## src/hdl/ptet_pkg.sv

```systemverilog
`timescale 1ns / 1ps
// Types and constants shared by the threat escalation table modules.
// No dependencies.
package ptet_pkg;

    localparam logic [3:0] K_ALLOC      = 4'd0;
    localparam logic [3:0] K_WRITE      = 4'd1;
    localparam logic [3:0] K_PROTECT    = 4'd2;
    localparam logic [3:0] K_PROTECT_EX = 4'd3;
    localparam logic [3:0] K_THREAD     = 4'd4;
    localparam logic [3:0] K_OTHER      = 4'd5;
    localparam logic [3:0] K_STRUCT     = 4'd6;
    localparam logic [3:0] K_PATCH      = 4'd7;
    localparam logic [3:0] K_SCAN       = 4'd8;
    localparam logic [3:0] K_SIG        = 4'd9;

    localparam int CAP_ALLOC  = 0;
    localparam int CAP_WRITE  = 1;
    localparam int CAP_PROT   = 2;
    localparam int CAP_THREAD = 3;
    localparam int CAP_SIG    = 4;
    localparam int CAP_FROZEN = 5;

    localparam logic [2:0] LVL_NONE = 3'd0;
    localparam logic [2:0] LVL_LOW  = 3'd1;
    localparam logic [2:0] LVL_MED  = 3'd2;
    localparam logic [2:0] LVL_HIGH = 3'd3;
    localparam logic [2:0] LVL_CRIT = 3'd4;

    localparam logic [31:0] EXEC_MASK_RESET = 32'd240;

    typedef struct packed {
        logic [3:0]  kind;
        logic [3:0]  eff;
        logic        is_exec;
        logic [31:0] proc_id;
        logic [31:0] prot_bits;
        logic [63:0] address;
        logic [63:0] region_size;
    } t_item;

    typedef struct packed {
        logic  vld;
        t_item item;
    } t_front_q;

    typedef struct packed {
        logic [31:0] proc_id;
        logic [2:0]  level;
        logic [5:0]  caps;
        logic [3:0]  rcnt;
    } t_entry;

    typedef struct packed {
        logic [63:0] base;
        logic [63:0] length;
        logic        is_patch;
    } t_region;

    typedef struct packed {
        logic        verdict_valid;
        logic [31:0] verdict_proc;
        logic [1:0]  severity;
        logic [3:0]  trigger_kind;
        logic [31:0] trigger_protect;
        logic        deduplicated;
        logic        table_full;
    } t_result;

endpackage

```

## src/hdl/ptet_front.sv

```systemverilog
`timescale 1ns / 1ps
// Front end: accepts event beats, classifies them and queues them.
// Depends on ptet_pkg.
module ptet_front (
    input  logic               i_clk,
    input  logic               i_rst_n,
    input  logic               i_in_valid,
    output logic               o_in_stall,
    input  logic [3:0]         i_kind,
    input  logic [31:0]        i_proc_id,
    input  logic [31:0]        i_prot_bits,
    input  logic [63:0]        i_address,
    input  logic [63:0]        i_region_size,
    input  logic [31:0]        i_exec_mask,
    output ptet_pkg::t_front_q o_q,
    input  logic               i_pop
);

    ptet_pkg::t_item r_buf [2];
    logic            r_wp;
    logic            r_rp;
    logic [1:0]      r_cnt;
    ptet_pkg::t_item n_item;
    logic            push;
    logic            pop;

    always_comb begin
        n_item.kind          = i_kind;
        n_item.eff           = (i_kind > ptet_pkg::K_SIG) ? ptet_pkg::K_OTHER : i_kind;
        n_item.is_exec       = (i_prot_bits & i_exec_mask) != 32'd0;
        n_item.proc_id       = i_proc_id;
        n_item.prot_bits     = i_prot_bits;
        n_item.address       = i_address;
        n_item.region_size   = i_region_size;
    end

    assign o_in_stall = (r_cnt == 2'd2);
    assign push       = i_in_valid && !o_in_stall;
    assign pop        = i_pop && (r_cnt != 2'd0);
    assign o_q.vld    = (r_cnt != 2'd0);
    assign o_q.item   = r_buf[r_rp];

    always_ff @(posedge i_clk) begin
        if (push) begin
            r_buf[r_wp] <= n_item;
        end
    end

    always_ff @(posedge i_clk) begin
        if (!i_rst_n) begin
            r_wp  <= 1'b0;
            r_rp  <= 1'b0;
            r_cnt <= 2'd0;
        end else begin
            if (push) begin
                r_wp <= ~r_wp;
            end
            if (pop) begin
                r_rp <= ~r_rp;
            end
            r_cnt <= r_cnt + {1'b0, push} - {1'b0, pop};
        end
    end

endmodule

```

## config.mk

```make
export PLATFORM = sky130hd
export DESIGN_NAME = ptet_front
export DESIGN_NICKNAME = d
export VERILOG_FILES = /design/src/hdl/ptet_pkg.sv /design/src/hdl/ptet_front.sv
export SDC_FILE = /design/constraint.sdc
export NUM_CORES = 1
export LEC_CHECK = 0
export BUFFER_PORTS_ARGS = -buffer_cell sky130_fd_sc_hd__buf_4
export CELL_PAD_IN_SITES_DETAIL_PLACEMENT = 1
export CELL_PAD_IN_SITES_GLOBAL_PLACEMENT = 2
export CORE_UTILIZATION = 40
export CTS_CLUSTER_SIZE = 24
export DETAILED_ROUTE_END_ITERATION = 6
export GPL_TIMING_DRIVEN = 1
export PLACE_DENSITY = 0.87
export SYNTH_ARGS = -nofsm -noshare
export SYNTH_HDL_FRONTEND = slang
export SYNTH_SLANG_ARGS = --single-unit
```

## constraint.sdc

```tcl
create_clock -name i_clk -period 11.4 [get_ports i_clk]
set_clock_uncertainty 0.05 [all_clocks]
set_input_delay 1.14 -clock i_clk [delete_from_list [all_inputs] [get_ports i_clk]]
set_output_delay 1.14 -clock i_clk [all_outputs]
set_load 0.03 [all_outputs]
```

### Word level (Yosys, flattened, before mapping)

Memories as Yosys holds them, arrays and structs flattened. A register that Yosys moved wholly into a read port is not among the register bits.
Index checks and enable logic that the tools add are counted.

| word-level totals | value |
|---|---|
| word-level logic and storage cells | 21 |
| bits of input ports | 232 |
| register bits after elaboration | 4 |
| memories kept | 1 |
| RAM bits | 402 |

| operators by class | value |
|---|---|
| $add $sub $neg | 2 |
| mux-type cells | 5 |
| order comparisons | 1 |
| reductions and logical operators | 5 |
| bitwise logic cells | 3 |
| eq/ne operators | 1 |

Memories:

| name | depth | bits a word | rd ports | clocked after memory_dff | write ports | RTL line | text |
|---|---|---|---|---|---|---|---|
| r_buf | 2 | 201 | 1 | 1 | 1 | ptet_front.sv:19 | `ptet_pkg::t_item r_buf [2];` |

Operators with widths:

| cell | number |
|---|---|
| $and A32 B32 Y32 | 1 |
| $reduce_bool A32 Y1 | 1 |
| $gt A4 B4 Y1 const B | 1 |
| $mux W1 | 4 |
| $mux W4 | 1 |
| $add A2 B1 Y2 | 1 |
| $eq A2 B2 Y1 const B | 1 |
| $logic_and A1 B1 Y1 | 2 |
| $not A1 Y1 | 2 |
| $reduce_bool A2 Y1 | 1 |
| $sub A2 B1 Y2 | 1 |
| $logic_not A1 Y1 | 1 |

### Longest topological paths before layout

| depth | value |
|---|---|
| depth in word-level cells | 5 |
| gate-level depth with buffers | 8 |

### Worst setup path after synthesis

Ideal clock, no wire load.

| timing path | value |
|---|---|
| path kind | input to register |
| from | in i_in_valid |
| to | mem r_buf[1][0] in the netlist's numbering (enable) |
| required time | 10.763 ns |
| arrival time | 5.782 ns |
| setup slack | 4.981 ns |
| cell stages on the path | 1 |
| path buffers | 0 |
| cells stage by stage | and3_1 |

| between the ends | value |
|---|---|
| longest elaborated chain between the ends | 3 |

RTL lines:

| element | RTL line | text |
|---|---|---|
| start, declared | ptet_front.sv:7 | `input logic i_in_valid,` |
| $logic_and A1 B1 Y1 | ptet_front.sv:38 | `assign push = i_in_valid && !o_in_stall;` |
| $mux W1 | ptet_front.sv:44 | `if (push) begin` |
| $mux W1 (not written as such) | ptet_front.sv:45 | `r_buf[r_wp] <= n_item;` |
| end, declared | ptet_front.sv:19 |  |

No other way between the ends.

==> flow_summary.html <==
<table>
<tr><th>Metric</th><th>Value</th></tr>
<tr><th colspan="2">Timing</th></tr>
<tr><td>Tmin final</td><td>4230 ps</td></tr>
<tr><td>Peak Freq</td><td>237 MHz</td></tr>
<tr><td>Share of the cycle needed by the critical path after routing</td><td>37.1%</td></tr>
<tr><td>Measured slew at the worst slew-check pin</td><td>1050 ps</td></tr>
<tr><td>Final hold violation count</td><td>0</td></tr>
<tr><td>Final number of setup-violating endpoints</td><td>0</td></tr>
<tr><td>Remaining max-slew budget at the tightest pin</td><td>29.7%</td></tr>
<tr><td>Final Slew Violations</td><td>0</td></tr>
<tr><td>Fin Setup TNS</td><td>0 ps</td></tr>
<tr><td>RSZ-0062 raised after global routing</td><td>no</td></tr>
<tr><th colspan="2">Clock tree</th></tr>
<tr><td>TritonCTS clock tree</td><td>yes</td></tr>
<tr><td>Maximum buffer depth of the clock tree</td><td>3</td></tr>
<tr><td>Sink Count</td><td>a little over 400</td></tr>
<tr><td># hold bufs at CTS</td><td>0</td></tr>
<tr><td>Setup fix buffers added after clock tree synthesis</td><td>0</td></tr>
<tr><td>CTS clk-pin slew, worst paths</td><td>60 ps</td></tr>
<tr><td>Buffer cell driving the clock tree root</td><td>clkbuf_16</td></tr>
<tr><td>Worst-skew pair later-pin latency</td><td>550 ps</td></tr>
<tr><td>CTS H-tree depth</td><td>2</td></tr>
<tr><td>Total clock buffers created by CTS</td><td>42</td></tr>
<tr><td>Number of cells upsized or downsized after cts</td><td>0</td></tr>
<tr><th colspan="2">Run</th></tr>
<tr><td>Maximum capacitance violations</td><td>0</td></tr>
<tr><th colspan="2">Routing</th></tr>
<tr><td>Pre-Repair DR Iteration Count</td><td>4</td></tr>
<tr><td>Initial detailed-routing violation count</td><td>approximately 290</td></tr>
<tr><td>Average wire per cell in the routed design</td><td>21.9 um</td></tr>
<tr><td>Antenna Violating Nets Remaining</td><td>0</td></tr>
<tr><td>Wire length after detailed routing</td><td>between 30000 and 40000 um</td></tr>
<tr><td>Via count of the routed design</td><td>roughly 8000</td></tr>
<tr><td>Drt via density</td><td>slightly below 5</td></tr>
<tr><td># DRC</td><td>0</td></tr>
<tr><th colspan="2">Global routing</th></tr>
<tr><td>Global routing usage on met1</td><td>20.0%</td></tr>
<tr><td>Initial antenna violation count</td><td>0</td></tr>
<tr><td>Global router's overall resource usage</td><td>a little under a fifth</td></tr>
<tr><td>Via count of the first global-routing pass</td><td>9012</td></tr>
<tr><td>Global-route congestion overflow total</td><td>0</td></tr>
<tr><td>Global-route wire length before repair</td><td>53100 um</td></tr>
<tr><td>Met2 layer usage reported by global route</td><td>32.7%</td></tr>
<tr><td>GR Layer Usage met3</td><td>8.29%</td></tr>
<tr><td>Largest net degree at the start of global routing</td><td>128</td></tr>
<tr><td>Layer with the highest usage after global routing</td><td>met2</td></tr>
<tr><th colspan="2">Yosys</th></tr>
<tr><td>Synthesized netlist cell count</td><td>678</td></tr>
<tr><td>Synthesized-area fraction occupied by adder cells</td><td>0.168%</td></tr>
<tr><td>Post-Synthesis Mean Instance Area</td><td>between 20 and 25 um2</td></tr>
<tr><td>Post-synthesis cell area</td><td>~15000 um2</td></tr>
<tr><td>Post-synth cell types</td><td>26</td></tr>
<tr><td>Number of flops mapped to enable cells by yosys</td><td>402</td></tr>
<tr><td>Ys flop type</td><td>edfxtp_1</td></tr>
<tr><td>Portion of the post-synthesis area used by sequential elements</td><td>approximately four fifths</td></tr>
<tr><td>Syn_nets</td><td>912</td></tr>
<tr><td>Multiplexer fraction of the synthesized cell area</td><td>between 15 and 20%</td></tr>
<tr><td>Asr flop ratio synth</td><td>0%</td></tr>
<tr><td>Synth Register Bits</td><td>407</td></tr>
<tr><td>Simple-gate share of the synthesized area</td><td>less than 1%</td></tr>
<tr><td>Main combinational cell family by area after synthesis</td><td>multiplexers</td></tr>
<tr><td>Synthesized-area fraction occupied by xor and xnor cells</td><td>0.176%</td></tr>
<tr><td>Syn. warnings</td><td>0</td></tr>
<tr><td>Synth Area in Compound Gates</td><td>1.04%</td></tr>
<tr><th colspan="2">Layout</th></tr>
<tr><td>Commonest non-fill, non-tap cell in the layout</td><td>buf_4</td></tr>
<tr><td>Antenna cells</td><td>0</td></tr>
<tr><td>Final core area utilization</td><td>between 50% and 60%</td></tr>
<tr><td>Area overhead of the layout relative to synthesis</td><td>33.9%</td></tr>
<tr><td>Share of final-layout standard cells stronger than drive strength 1</td><td>60.1%</td></tr>
<tr><td>Net count reported at finish</td><td>1374</td></tr>
<tr><td>Number of standard cells in the final layout excluding fillers</td><td>roughly 1600</td></tr>
<tr><td>Cell area after layout</td><td>19900 um2</td></tr>
<tr><td>Commonest cells after routing, fill and taps aside</td><td>buf_4, edfxtp_1, mux2_2</td></tr>
<tr><th colspan="2">Placed design</th></tr>
<tr><td>Placed Area</td><td>18700 um2</td></tr>
<tr><td>Final weighted congestion of routability-driven global placement</td><td>about 0.76</td></tr>
<tr><td>Cell Count Post-Placement</td><td>roughly 1600</td></tr>
<tr><td>I/O Buffers</td><td>434</td></tr>
<tr><td>Post-DP HPWL</td><td>24400 um</td></tr>
<tr><th colspan="2">Run status</th></tr>
<tr><td>Outcome</td><td>completed</td></tr>
<tr><th colspan="2">Worst setup path</th></tr>
<tr><td>Maximum fanout encountered on the critical timing path</td><td>75</td></tr>
<tr><td>Worst Path Required</td><td>10210 ps</td></tr>
<tr><td>Number of cells on the worst reg-to-reg path</td><td>5</td></tr>
<tr><td>Worst setup path class</td><td>reg2out</td></tr>
<tr><td>Data arrival time of the critical path</td><td>3040 ps</td></tr>
<tr><td>Startpoint Class</td><td>flip-flop</td></tr>
<tr><td>Worst setup EP type</td><td>primary output</td></tr>
<tr><td>Setup slack, reg-to-reg</td><td>approximately 8000 ps</td></tr>
<tr><td>Launching point of the worst reg2reg path</td><td>r_cnt[0]</td></tr>
<tr><td>R2r endpoint</td><td>r_buf[0][54]</td></tr>
<tr><th colspan="2">Floorplan</th></tr>
<tr><td>Die area</td><td>38000 um2</td></tr>
<tr><td>DIE HEIGHT</td><td>between 150 and 200 um</td></tr>
<tr><td>Initial cell density of the core</td><td>40.7%</td></tr>
<tr><td>Ports placed on the boundary</td><td>~440</td></tr>
<tr><td>Cell row count</td><td>70</td></tr>
<tr><td>Core Box Area</td><td>36600 um2</td></tr>
<tr><td>Chip width</td><td>around 190 um</td></tr>
<tr><th colspan="2">Hold path</th></tr>
<tr><td>Start point of the worst hold path</td><td>r_wp</td></tr>
<tr><td>Hold Path End</td><td>r_wp</td></tr>
<tr><td>Worst hold path depth</td><td>2</td></tr>
<tr><td>Class of the tightest hold or removal check</td><td>reg2reg</td></tr>
<tr><th colspan="2">Power</th></tr>
<tr><td>Power density relative to cell area</td><td>around 230 nW/um2</td></tr>
<tr><td>Lkg Pwr</td><td>roughly 7.4 nW</td></tr>
<tr><td>Worst vdd ir</td><td>between 0.1 and 0.15 mV</td></tr>
</table>
[area by class of cell]
type,count,area [um2]
clock buffers,55,1170
clock inverters,15,97.6
fillers,3375,16700
inverters,5,26.3
multi-input cells,244,2570
flip-flops and latches,407,12200
well taps,468,586
repair buffers,440,3300
[metrics by stage]
step	setup WS [ps]	power (mW)	hold slack [ps]
3_5_place_dp	7450	3.34	453
2_1_floorplan	4980	2.84	408
5_1_grt	6970	4.74	500
3_3_place_gp	7500	3.31	428
6_report	7170	4.57	460
4_1_cts	7060	4.63	463
[how the worst max path moves through the flow]
stage	from	to	slack, ps	cells after the start
6_report	flip-flop	o_q[97]	7170	3
5_1_grt	flip-flop	o_q[97]	6970	3
4_1_cts	flip-flop	o_q[52]	7060	3
3_5_place_dp	i_in_valid	r_buf[0][88]	7450	5
3_3_place_gp	i_in_valid	r_buf[0][14]	7500	5
2_1_floorplan	i_in_valid	r_buf[1][0]	4980	1
[per-layer routing]
layer | vias to the layer above | wire length (um)
met2 | 356 | 18400
met4 | 0 | 878
met3 | 49 | 3590
li1 | 3632 | -
met1 | 3979 | 12900
met5 | - | 0
[state kept, by name, summed over array words and instances, names as in the netlist, named ones only]
register / flops
r_cnt: 2
r_rp: 1
r_buf: 402
r_wp: 1
[cells in the mapped netlist, types with 2 or more instances]
cell type | n | share of area [%]
buf_2 | 13 | 0.44
mux2_2 | 201 | 15
nand4_1 | 4 | 0.17
dfxtp_1 | 5 | 0.67
edfxtp_1 | 402 | 81
o21ai_0 | 2 | 0.067
buf_4 | 9 | 0.45
nand2b_1 | 2 | 0.084
ha_1 | 2 | 0.17
xnor2_1 | 2 | 0.12
a22oi_1 | 15 | 0.76
nor2_1 | 3 | 0.076
inv_1 | 5 | 0.13
[worst max-delay path, stage by stage, from the launching register on]
cell and delay (ps):
dfxtp_4 890, buf_4 890, mux2_2 430, buf_4 180
[report_power, final]
group | total [mW] | internal (mW) | switching [mW]
Clock | 1.28 | 0.740 | 0.537
Sequential | 1.93 | 1.86 | 0.0666
Combinational | 1.37 | 0.544 | 0.823
Total | 4.57 | 3.14 | 1.43
[cell families (layout without fill, tap and decap cells)]
family | count (synthesis) | count (layout)
XOR/XNOR | 3 | 3
buffers and inverters | 27 | 515
AO/OA/AOI/OAI | 21 | 21
flip-flops | 407 | 407
AND/OR/NAND/NOR | 17 | 17
adder cells (fa/ha/maj) | 2 | 2
multiplexers | 201 | 201
Power figures use the tool's default switching activity.
